## config.mk

```make
export PLATFORM = sky130hd
export DESIGN_NAME = pa_ctrl
export DESIGN_NICKNAME = d
export VERILOG_FILES = /design/src/rtl/core/pa_pkg.sv /design/src/rtl/core/pa_ctrl.sv
export SDC_FILE = /design/constraint.sdc
export NUM_CORES = 1
export LEC_CHECK = 0
export ABC_CLOCK_PERIOD_IN_PS = 1830
export BUFFER_PORTS_ARGS = -buffer_cell sky130_fd_sc_hd__buf_2
export CORE_AREA = 3 3 40 42
export DETAILED_ROUTE_END_ITERATION = 12
export DIE_AREA = 0 0 43 45
export GPL_TIMING_DRIVEN = 0
export HOLD_SLACK_MARGIN = 0.08
export PLACE_DENSITY = 0.52
export SYNTH_ARGS = -nofsm -noshare
export SYNTH_HDL_FRONTEND = slang
export SYNTH_SLANG_ARGS = --single-unit
```

## constraint.sdc

```tcl
create_clock -name clk -period 1.83 [get_ports clk]
set_clock_uncertainty 0.2 [all_clocks]
set_input_delay 0.183 -clock clk [delete_from_list [all_inputs] [get_ports clk]]
set_output_delay 0.183 -clock clk [all_outputs]
set_load 0.01 [all_outputs]
```

## src/rtl/core/pa_pkg.sv

```systemverilog
package pa_pkg;

  localparam int ARCHIVE_DEPTH_DEF = 64;
  localparam int MAX_OBJ = 4;
  localparam int OBJ_W = 32;
  localparam int TAG_W = 16;
  localparam int RIDX_W = 6;
  localparam int CNT_OUT_W = 7;
  localparam int COUNT_MAX = 127;

  localparam logic CFG_OBJ_COUNT = 1'b0;
  localparam logic CFG_MAX_MASK = 1'b1;

  localparam logic OP_OFFER = 1'b0;
  localparam logic OP_READ = 1'b1;

  typedef logic [MAX_OBJ-1:0][OBJ_W-1:0] pa_objs_t;

  typedef struct packed {
    logic [TAG_W-1:0] tag;
    pa_objs_t obj;
  } pa_entry_t;

  typedef struct packed {
    logic load;
    logic rd_scan;
    logic rd_last;
    logic rd_user;
    logic move;
    logic inc;
    logic rst_scan;
    logic mark_dom;
    logic fin_offer;
    logic fin_read;
  } pa_cmd_t;

  typedef struct packed {
    logic scan_end;
    logic cand_dom;
    logic dominated;
    logic out_free;
  } pa_stat_t;

  // Point a dominates point b: nowhere worse and somewhere strictly better.
  function automatic logic dominates(input pa_objs_t a, input pa_objs_t b,
                                     input logic [2:0] cnt, input logic [3:0] mask);
    logic better;
    logic worse;
    logic gt;
    logic lt;
    logic [2:0] n;
    better = 1'b0;
    worse = 1'b0;
    if (cnt == 3'd0) begin
      n = 3'd1;
    end else if (cnt > 3'(MAX_OBJ)) begin
      n = 3'(MAX_OBJ);
    end else begin
      n = cnt;
    end
    for (int k = 0; k < MAX_OBJ; k++) begin
      gt = $signed(a[k]) > $signed(b[k]);
      lt = $signed(a[k]) < $signed(b[k]);
      if (k < int'(n)) begin
        if (mask[k]) begin
          better = better | gt;
          worse = worse | lt;
        end else begin
          better = better | lt;
          worse = worse | gt;
        end
      end
    end
    return better & ~worse;
  endfunction

endpackage

```

## src/rtl/core/pa_ctrl.sv

```systemverilog
module pa_ctrl (
  input  logic             clk,
  input  logic             rst,
  input  logic             in_valid,
  input  logic             op,
  output logic             in_stall,
  input  pa_pkg::pa_stat_t stat,
  output pa_pkg::pa_cmd_t  cmd
);
  import pa_pkg::*;

  localparam logic [2:0] S_IDLE    = 3'd0;
  localparam logic [2:0] S_P1_RD   = 3'd1;
  localparam logic [2:0] S_P1_CMP  = 3'd2;
  localparam logic [2:0] S_P1_MOVE = 3'd3;
  localparam logic [2:0] S_P2_RD   = 3'd4;
  localparam logic [2:0] S_P2_CMP  = 3'd5;
  localparam logic [2:0] S_FIN     = 3'd6;
  localparam logic [2:0] S_RD_WAIT = 3'd7;

  logic [2:0] state;
  logic [2:0] state_next;

  assign in_stall = (state != S_IDLE);

  always_comb begin
    cmd = '0;
    state_next = state;
    unique case (state)
      S_IDLE: begin
        if (in_valid) begin
          cmd.load = 1'b1;
          if (op == OP_READ) begin
            cmd.rd_user = 1'b1;
            state_next = S_RD_WAIT;
          end else begin
            state_next = S_P1_RD;
          end
        end
      end
      S_P1_RD: begin
        if (stat.scan_end) begin
          cmd.rst_scan = 1'b1;
          state_next = S_P2_RD;
        end else begin
          cmd.rd_scan = 1'b1;
          state_next = S_P1_CMP;
        end
      end
      S_P1_CMP: begin
        if (stat.cand_dom) begin
          cmd.rd_last = 1'b1;
          state_next = S_P1_MOVE;
        end else begin
          cmd.inc = 1'b1;
          state_next = S_P1_RD;
        end
      end
      S_P1_MOVE: begin
        // The moved entry lands in the current slot, which is then tested again.
        cmd.move = 1'b1;
        state_next = S_P1_RD;
      end
      S_P2_RD: begin
        if (stat.scan_end || stat.dominated) begin
          state_next = S_FIN;
        end else begin
          cmd.rd_scan = 1'b1;
          state_next = S_P2_CMP;
        end
      end
      S_P2_CMP: begin
        cmd.mark_dom = 1'b1;
        cmd.inc = 1'b1;
        state_next = S_P2_RD;
      end
      S_FIN: begin
        if (stat.out_free) begin
          cmd.fin_offer = 1'b1;
          state_next = S_IDLE;
        end
      end
      S_RD_WAIT: begin
        if (stat.out_free) begin
          cmd.fin_read = 1'b1;
          state_next = S_IDLE;
        end
      end
      default: state_next = S_IDLE;
    endcase
  end

  always_ff @(posedge clk) begin
    if (rst) begin
      state <= S_IDLE;
    end else begin
      state <= state_next;
    end
  end

endmodule

```

==> metrics.md, run 1 <==
| Metric | Value |
|---|---|
| Layout cells sized above 1 | 0.478 |
| Top Ports | 19 |
| P&R area growth vs syn | 51.8% |
| Crit-path cells | buf_6, inv_1, nor3_1, a21oi_1, nor3_1, buf_2 |
| DR iter-0 viols | 4 |
| Status | finished clean |
| Crit end category | output pin |
| Count of final hold-check violations | 0 |
| Syn Nets | 52 |
| Pwr dens | 889 nW/µm² |
| Tightest Hold Check Type | in -> reg |
| Netlist cell types | 24 |
| Mapped cell area | 319 µm² |
| First-pass GRT wire length | 1340 µm |
| Vias | 394 |
| Slew @ Worst Pin | 287 ps |
| Vias per inst | 4.69 |
| Total power | 430 µW |
| Clock root buffer master | clkbuf_4 |
| Yosys warnings | 0 |
| N_diodes | 0 |
| Switching power | 164 µW |
| Total clock sinks | 3 |
| Min Tclk post-route | 1730 ps |
| Pre-CTS setup slack | 297 ps |
| Yosys top cell by area | dfxtp_1 |
| Initial core utilization | 0.248 |
| Vias in the first global route | 328 |
| Finish-stage setup viols | 0 |
| Peak supply drop | 466 µV |
| Nets@finish | 78 |
| Largest reg by FF count | state |
| Clock share of power | 0.268 |
| Slew margin rel. | 0.806 |
| Clock Latency Late Sink | 230 ps |
| Bufs on Longest Clock Path | 2 |
| PortBufs | 18 |
| Top cell by count, worst path | nor3_1 |
| CP max stage cell | dfxtp_1 |
| Worst EP required | 1450 ps |
| Largest net degree at the start of global routing | 11 |
| Total Neg Setup Slack | 0 ps |
| Crit path max-delay family | buffers and inverters |
| Filler cells | 143 |
| Comb power frac | 0.516 |
| Flop pwr share | 0.216 |
| FF+latch count, synth | 3 |
| DRT Wirelength | 924 µm |
| GRT overflow | 0 |
| CTS tree | yes |
| Post-route DRC | 0 |
| Biggest regs | state (3) |
| Slew Viols, Final | 0 |
| Mean Syn Cell Area | 7.25 µm² |
| Fmax | 579 MHz |
| Fin util | 0.377 |
| Die Width | 43 µm |
| Num CTS Buffers | 3 |
| WS Path Type | reg -> out |
| Clk slew on worst S/H paths | 40 ps |
| Rows | 13 |
| Detailed Routing Iterations Pass 1 | 2 |
| Register area share after synthesis | 0.188 |
| H-tree Lvls | 1 |
| Initial antenna violation count | 0 |
| Routed wire per std cell | 11.0 µm |
| Die ar. | 1940 µm² |
| Pleak | 0.000241 µW |
| Switch share | 0.381 |
| Worst hold slack | 114 ps |
| CP arrival | 1350 ps |
| Max reg flops | 3 |
| Die height | 45 µm |
| Gpl congestion | 0.687 |
| Final Worst Setup Slack | 102 ps |
| Critical path launch point type | flip-flop |
| WP buf/inv | 3 |
| Dominant cells by area after synthesis | dfxtp_1, nor2_1, o21ai_0, and4_1, nor3_1 |
| Post-DP HPWL | 663 µm |
| Routed Antenna Nets | 0 |
| Max Cap Viol | 0 |
| Post-Syn Instances | 44 |
| Tcrit/Tclk final | 0.944 |
| Max incr delay on CP | 370 ps |
| Pint | 266 µW |
| Tot GR Track Use | 0.0940 |
| Share of the synthesized area in the top cell type | 0.188 |
| Critical path peak fanout | 10 |
| Core Footprint | 1280 µm² |
layer usage:
layer  GRT usage  part of all wire  up-vias  routed length, µm
met5           0                 0        -                  0
met4      0.0542                 0        0                  0
met3      0.0438             0.074        0                 68
met2       0.153              0.51       10                472
met1       0.101              0.41      175                383
li1            -                 -      209                  -
layout make-up:
cell class	instances	area [µm²]	area share
Inverter	3	11.3	0.0233
Sequential cell	3	61.3	0.127
Buffer	3	27.5	0.0568
Multi-Input combinational cell	35	224	0.463
Tap cell	15	18.8	0.0388
Timing Repair Buffer	21	115	0.238
Clock buffer	4	26.3	0.0543
what timing repair did:
action | CTS | global route
gates resized for setup | 0 | 2
hold buffers | 1 | 0
endpoints found under the hold margin | 3 | 0
setup endpoints to repair | 0 | 2
setup buffers | 0 | 2
synthesized netlist by cell type:
cell       count
a21oi_1        2
nor2_1         6
and4_1         2
and2_1         1
o21ai_1        1
nor3_1         3
nor4b_2        1
nand2_1        3
inv_1          3
o21ai_0        4
nor4b_1        1
and3_1         1
or4b_4         1
buf_6          1
dfxtp_1        3
buf_2          1
a211oi_1       1
a2bb2oi_1      1
buf_4          1
o21ai_2        1
a311oi_1       1
and3_2         2
and2b_2        1
nand3b_1       2
per-stage QoR:
step | instances | cell area (µm²)
6_report | 84 | 484
5_1_grt | 84 | 484
4_1_cts | 82 | 464
3_5_place_dp | 77 | 428
3_3_place_gp | 77 | 428
2_1_floorplan | 44 | 319
logic make-up (layout without fill, tap and decap cells):
family / count (synthesis) / after routing / share of synthesized area
compound gates: 11 / 11 / 0.216
buf+inv: 6 / 31 / 0.110
simple gates: 24 / 24 / 0.486
flops: 3 / 3 / 0.188
worst min-delay path, cell delays in order:
cell and delay [ps]:
buf_2 110, nand3b_1 110, a311oi_1 80
power groups by stage:
stage	clock network, µW	logic (µW)	registers, µW
after global placement	0	208	92.4
after global routing	133	244	94.5
after CTS	123	208	91.0
after floorplan	0	145	88.8
after detailed placement	0	207	92.1
final	115	222	93.0
final timing paths:
kind / depth (start not counted) / slack, ps / from / to
hold / removal: 3 / 110 / stat[0] / state[1]
setup / recovery: 6 / 100 / state[2] / cmd[8]
hold reg to reg: 3 / 480 / state[2] / state[1]
setup reg to reg: 6 / 470 / state[0] / state[1]
cell usage in the layout (no fill, tap or decap), drive strengths merged:
master,Yosys,routed
a21oi,2,2
a211oi,1,1
and3,3,3
a2bb2oi,1,1
dfxtp,3,3
and2b,1,1
dlygate4sd3,0,1
or4b,1,1
and2,1,1
a311oi,1,1
nor3,3,3
nor2,6,6
clkbuf,0,4
nand2,3,3
nor4b,2,2
nand3b,2,2
and4,2,2
buf,3,23
inv,3,3
o21ai,6,6
Power figures use the tool's default switching activity.
==> run 2: changes to the inputs <==
--- a/config.mk
+++ b/config.mk
@@ -8,6 +8,8 @@
 export ABC_CLOCK_PERIOD_IN_PS = 1830
 export BUFFER_PORTS_ARGS = -buffer_cell sky130_fd_sc_hd__buf_2
 export CORE_AREA = 3 3 40 42
+export CTS_BUF_LIST = sky130_fd_sc_hd__clkbuf_2 sky130_fd_sc_hd__clkbuf_4 sky130_fd_sc_hd__clkbuf_8
+export CTS_CLUSTER_SIZE = 10
 export DETAILED_ROUTE_END_ITERATION = 12
 export DIE_AREA = 0 0 43 45
 export GPL_TIMING_DRIVEN = 0
==> run 2 against run 1 <==
Against the previous run: first-iteration DRC count decreased by 50%; critical path depth unchanged; final cell count is the same; sequential power about the same; critical endpoint unchanged; cell area up 0.78%; flip-flop and latch count stayed put; register-to-register slack is essentially flat; sequential share of layout area decreased by 0.097 points; routed wire length rose by 0.22%; die area unchanged; utilization up 0.29 points; count of clock-buffer cells in the layout unchanged.
==> metrics.md, run 2 (synthesized netlist as in run 1, its figures left out) <==
| Metric | Value |
|---|---|
| Num CTS Buffers | 3 |
| CTS tree | yes |
| DRT Wirelength | 926 µm |
| Tot GR Track Use | 0.0940 |
| First-pass GRT wire length | 1340 µm |
| Critical path peak fanout | 10 |
| Status | finished clean |
| Peak supply drop | 469 µV |
| Die Width | 43 µm |
| WS Path Type | reg -> out |
| Vias | 388 |
| Largest net degree at the start of global routing | 11 |
| Slew Viols, Final | 0 |
| Rows | 13 |
| Max reg flops | 3 |
| Tcrit/Tclk final | 0.945 |
| CP max stage cell | dfxtp_1 |
| Worst EP required | 1450 ps |
| Largest reg by FF count | state |
| Slew margin rel. | 0.809 |
| Biggest regs | state (3) |
| Routed Antenna Nets | 0 |
| Tightest Hold Check Type | in -> reg |
| H-tree Lvls | 1 |
| Crit-path cells | buf_6, inv_1, nor3_1, a21oi_1, nor3_1, buf_2 |
| PortBufs | 18 |
| Most common cell after layout, fill and taps aside | buf_2 |
| Total power | 445 µW |
| Max Cap Viol | 0 |
| WP buf/inv | 3 |
| P&R area growth vs syn | 52.9% |
| Critical path launch point type | flip-flop |
| Count of final hold-check violations | 0 |
| Post-route DRC | 0 |
| Max incr delay on CP | 370 ps |
| Vias in the first global route | 330 |
| Bufs on Longest Clock Path | 2 |
| Detailed Routing Iterations Pass 1 | 2 |
| Fmax | 579 MHz |
| Clk slew on worst S/H paths | 40 ps |
| Post-DP HPWL | 663 µm |
| Clock root buffer master | clkbuf_4 |
| Nets@finish | 78 |
| Crit end category | output pin |
| Core Footprint | 1280 µm² |
| Clock Latency Late Sink | 230 ps |
| Crit path max-delay family | buffers and inverters |
| Min Tclk post-route | 1730 ps |
| Pre-CTS setup slack | 297 ps |
| Total clock sinks | 3 |
| Finish-stage setup viols | 0 |
| Die ar. | 1940 µm² |
| Routed wire per std cell | 11.0 µm |
| Initial antenna violation count | 0 |
| Pleak | 0.000244 µW |
| Top cell by count, worst path | nor3_1 |
| Slew @ Worst Pin | 282 ps |
| Vias per inst | 4.62 |
| Pwr dens | 912 nW/µm² |
| Top Ports | 19 |
| Gpl congestion | 0.687 |
| Commonest non-fill, non-tap cells in the layout | buf_2, nor2_1, o21ai_0, clkbuf_4 |
| Initial core utilization | 0.248 |
| CP arrival | 1350 ps |
| Layout cells sized above 1 | 0.493 |
| Die height | 45 µm |
| Final Worst Setup Slack | 102 ps |
| N_diodes | 0 |
| GRT overflow | 0 |
| DR iter-0 viols | 2 |
## run 2: cell count changes in the layout (fill, tap and decap cells not counted)
cell	before	now
clkbuf_1	1	0
clkbuf_4	3	4
## run 2: metal layers
layer	wire length [µm]	up-vias	share of wire	GRT usage
met5	0	-	0	0
met4	0	0	0	0.0542
met3	74	0	0.080	0.0438
met2	471	12	0.51	0.153
met1	380	168	0.41	0.101
li1	-	208	-	-
## run 2: where the power goes
part	switching [µW]	total [µW]	internal (µW)
registers	13.7	93.2	79.5
clock network	33.6	130	96.4
logic	116	222	105
total	164	445	281
## run 2: repair_timing
action | CTS | global route
resized for setup | 0 | 2
setup endpoints to repair | 0 | 2
hold buffers | 1 | 0
setup buffers | 0 | 2
hold endpoints to repair | 3 | 0
## run 2: area by class of cell
| class | instances | area [µm²] |
|---|---|---|
| Inverter | 3 | 11.3 |
| Multi-Input combinational cell | 35 | 224 |
| Buffer | 3 | 27.5 |
| Fill cell | 141 | 797 |
| Tap cell | 15 | 18.8 |
| Sequential cell | 3 | 61.3 |
| Timing Repair Buffer | 21 | 115 |
| Clock buffer | 4 | 30.0 |
## run 2: worst min-delay path, cell delays in order
cell and delay (ps):
buf_2 110, nand3b_1 110, a311oi_1 80
## run 2: final timing paths
| path | startpoint | endpoint | slack (ps) | depth (start not counted) |
|---|---|---|---|---|
| hold reg to reg | state[2] | state[1] | 480 | 3 |
| setup reg to reg | state[0] | state[1] | 480 | 6 |
| hold / removal | stat[0] | state[1] | 110 | 3 |
| setup / recovery | state[2] | cmd[8] | 100 | 6 |
## run 2: through the flow
stage | area [µm²] | utilization | hold slack (ps) | instances | setup TNS [ps]
finish | 488 | 0.380 | 114 | 84 | 0
CTS | 468 | 0.364 | 99.0 | 82 | 0
global placement | 428 | 0.333 | 193 | 77 | 0
floorplan | 319 | - | 54.4 | 44 | 0
detailed placement | 428 | 0.333 | 197 | 77 | 0
global route | 488 | 0.380 | 123 | 84 | -3.46
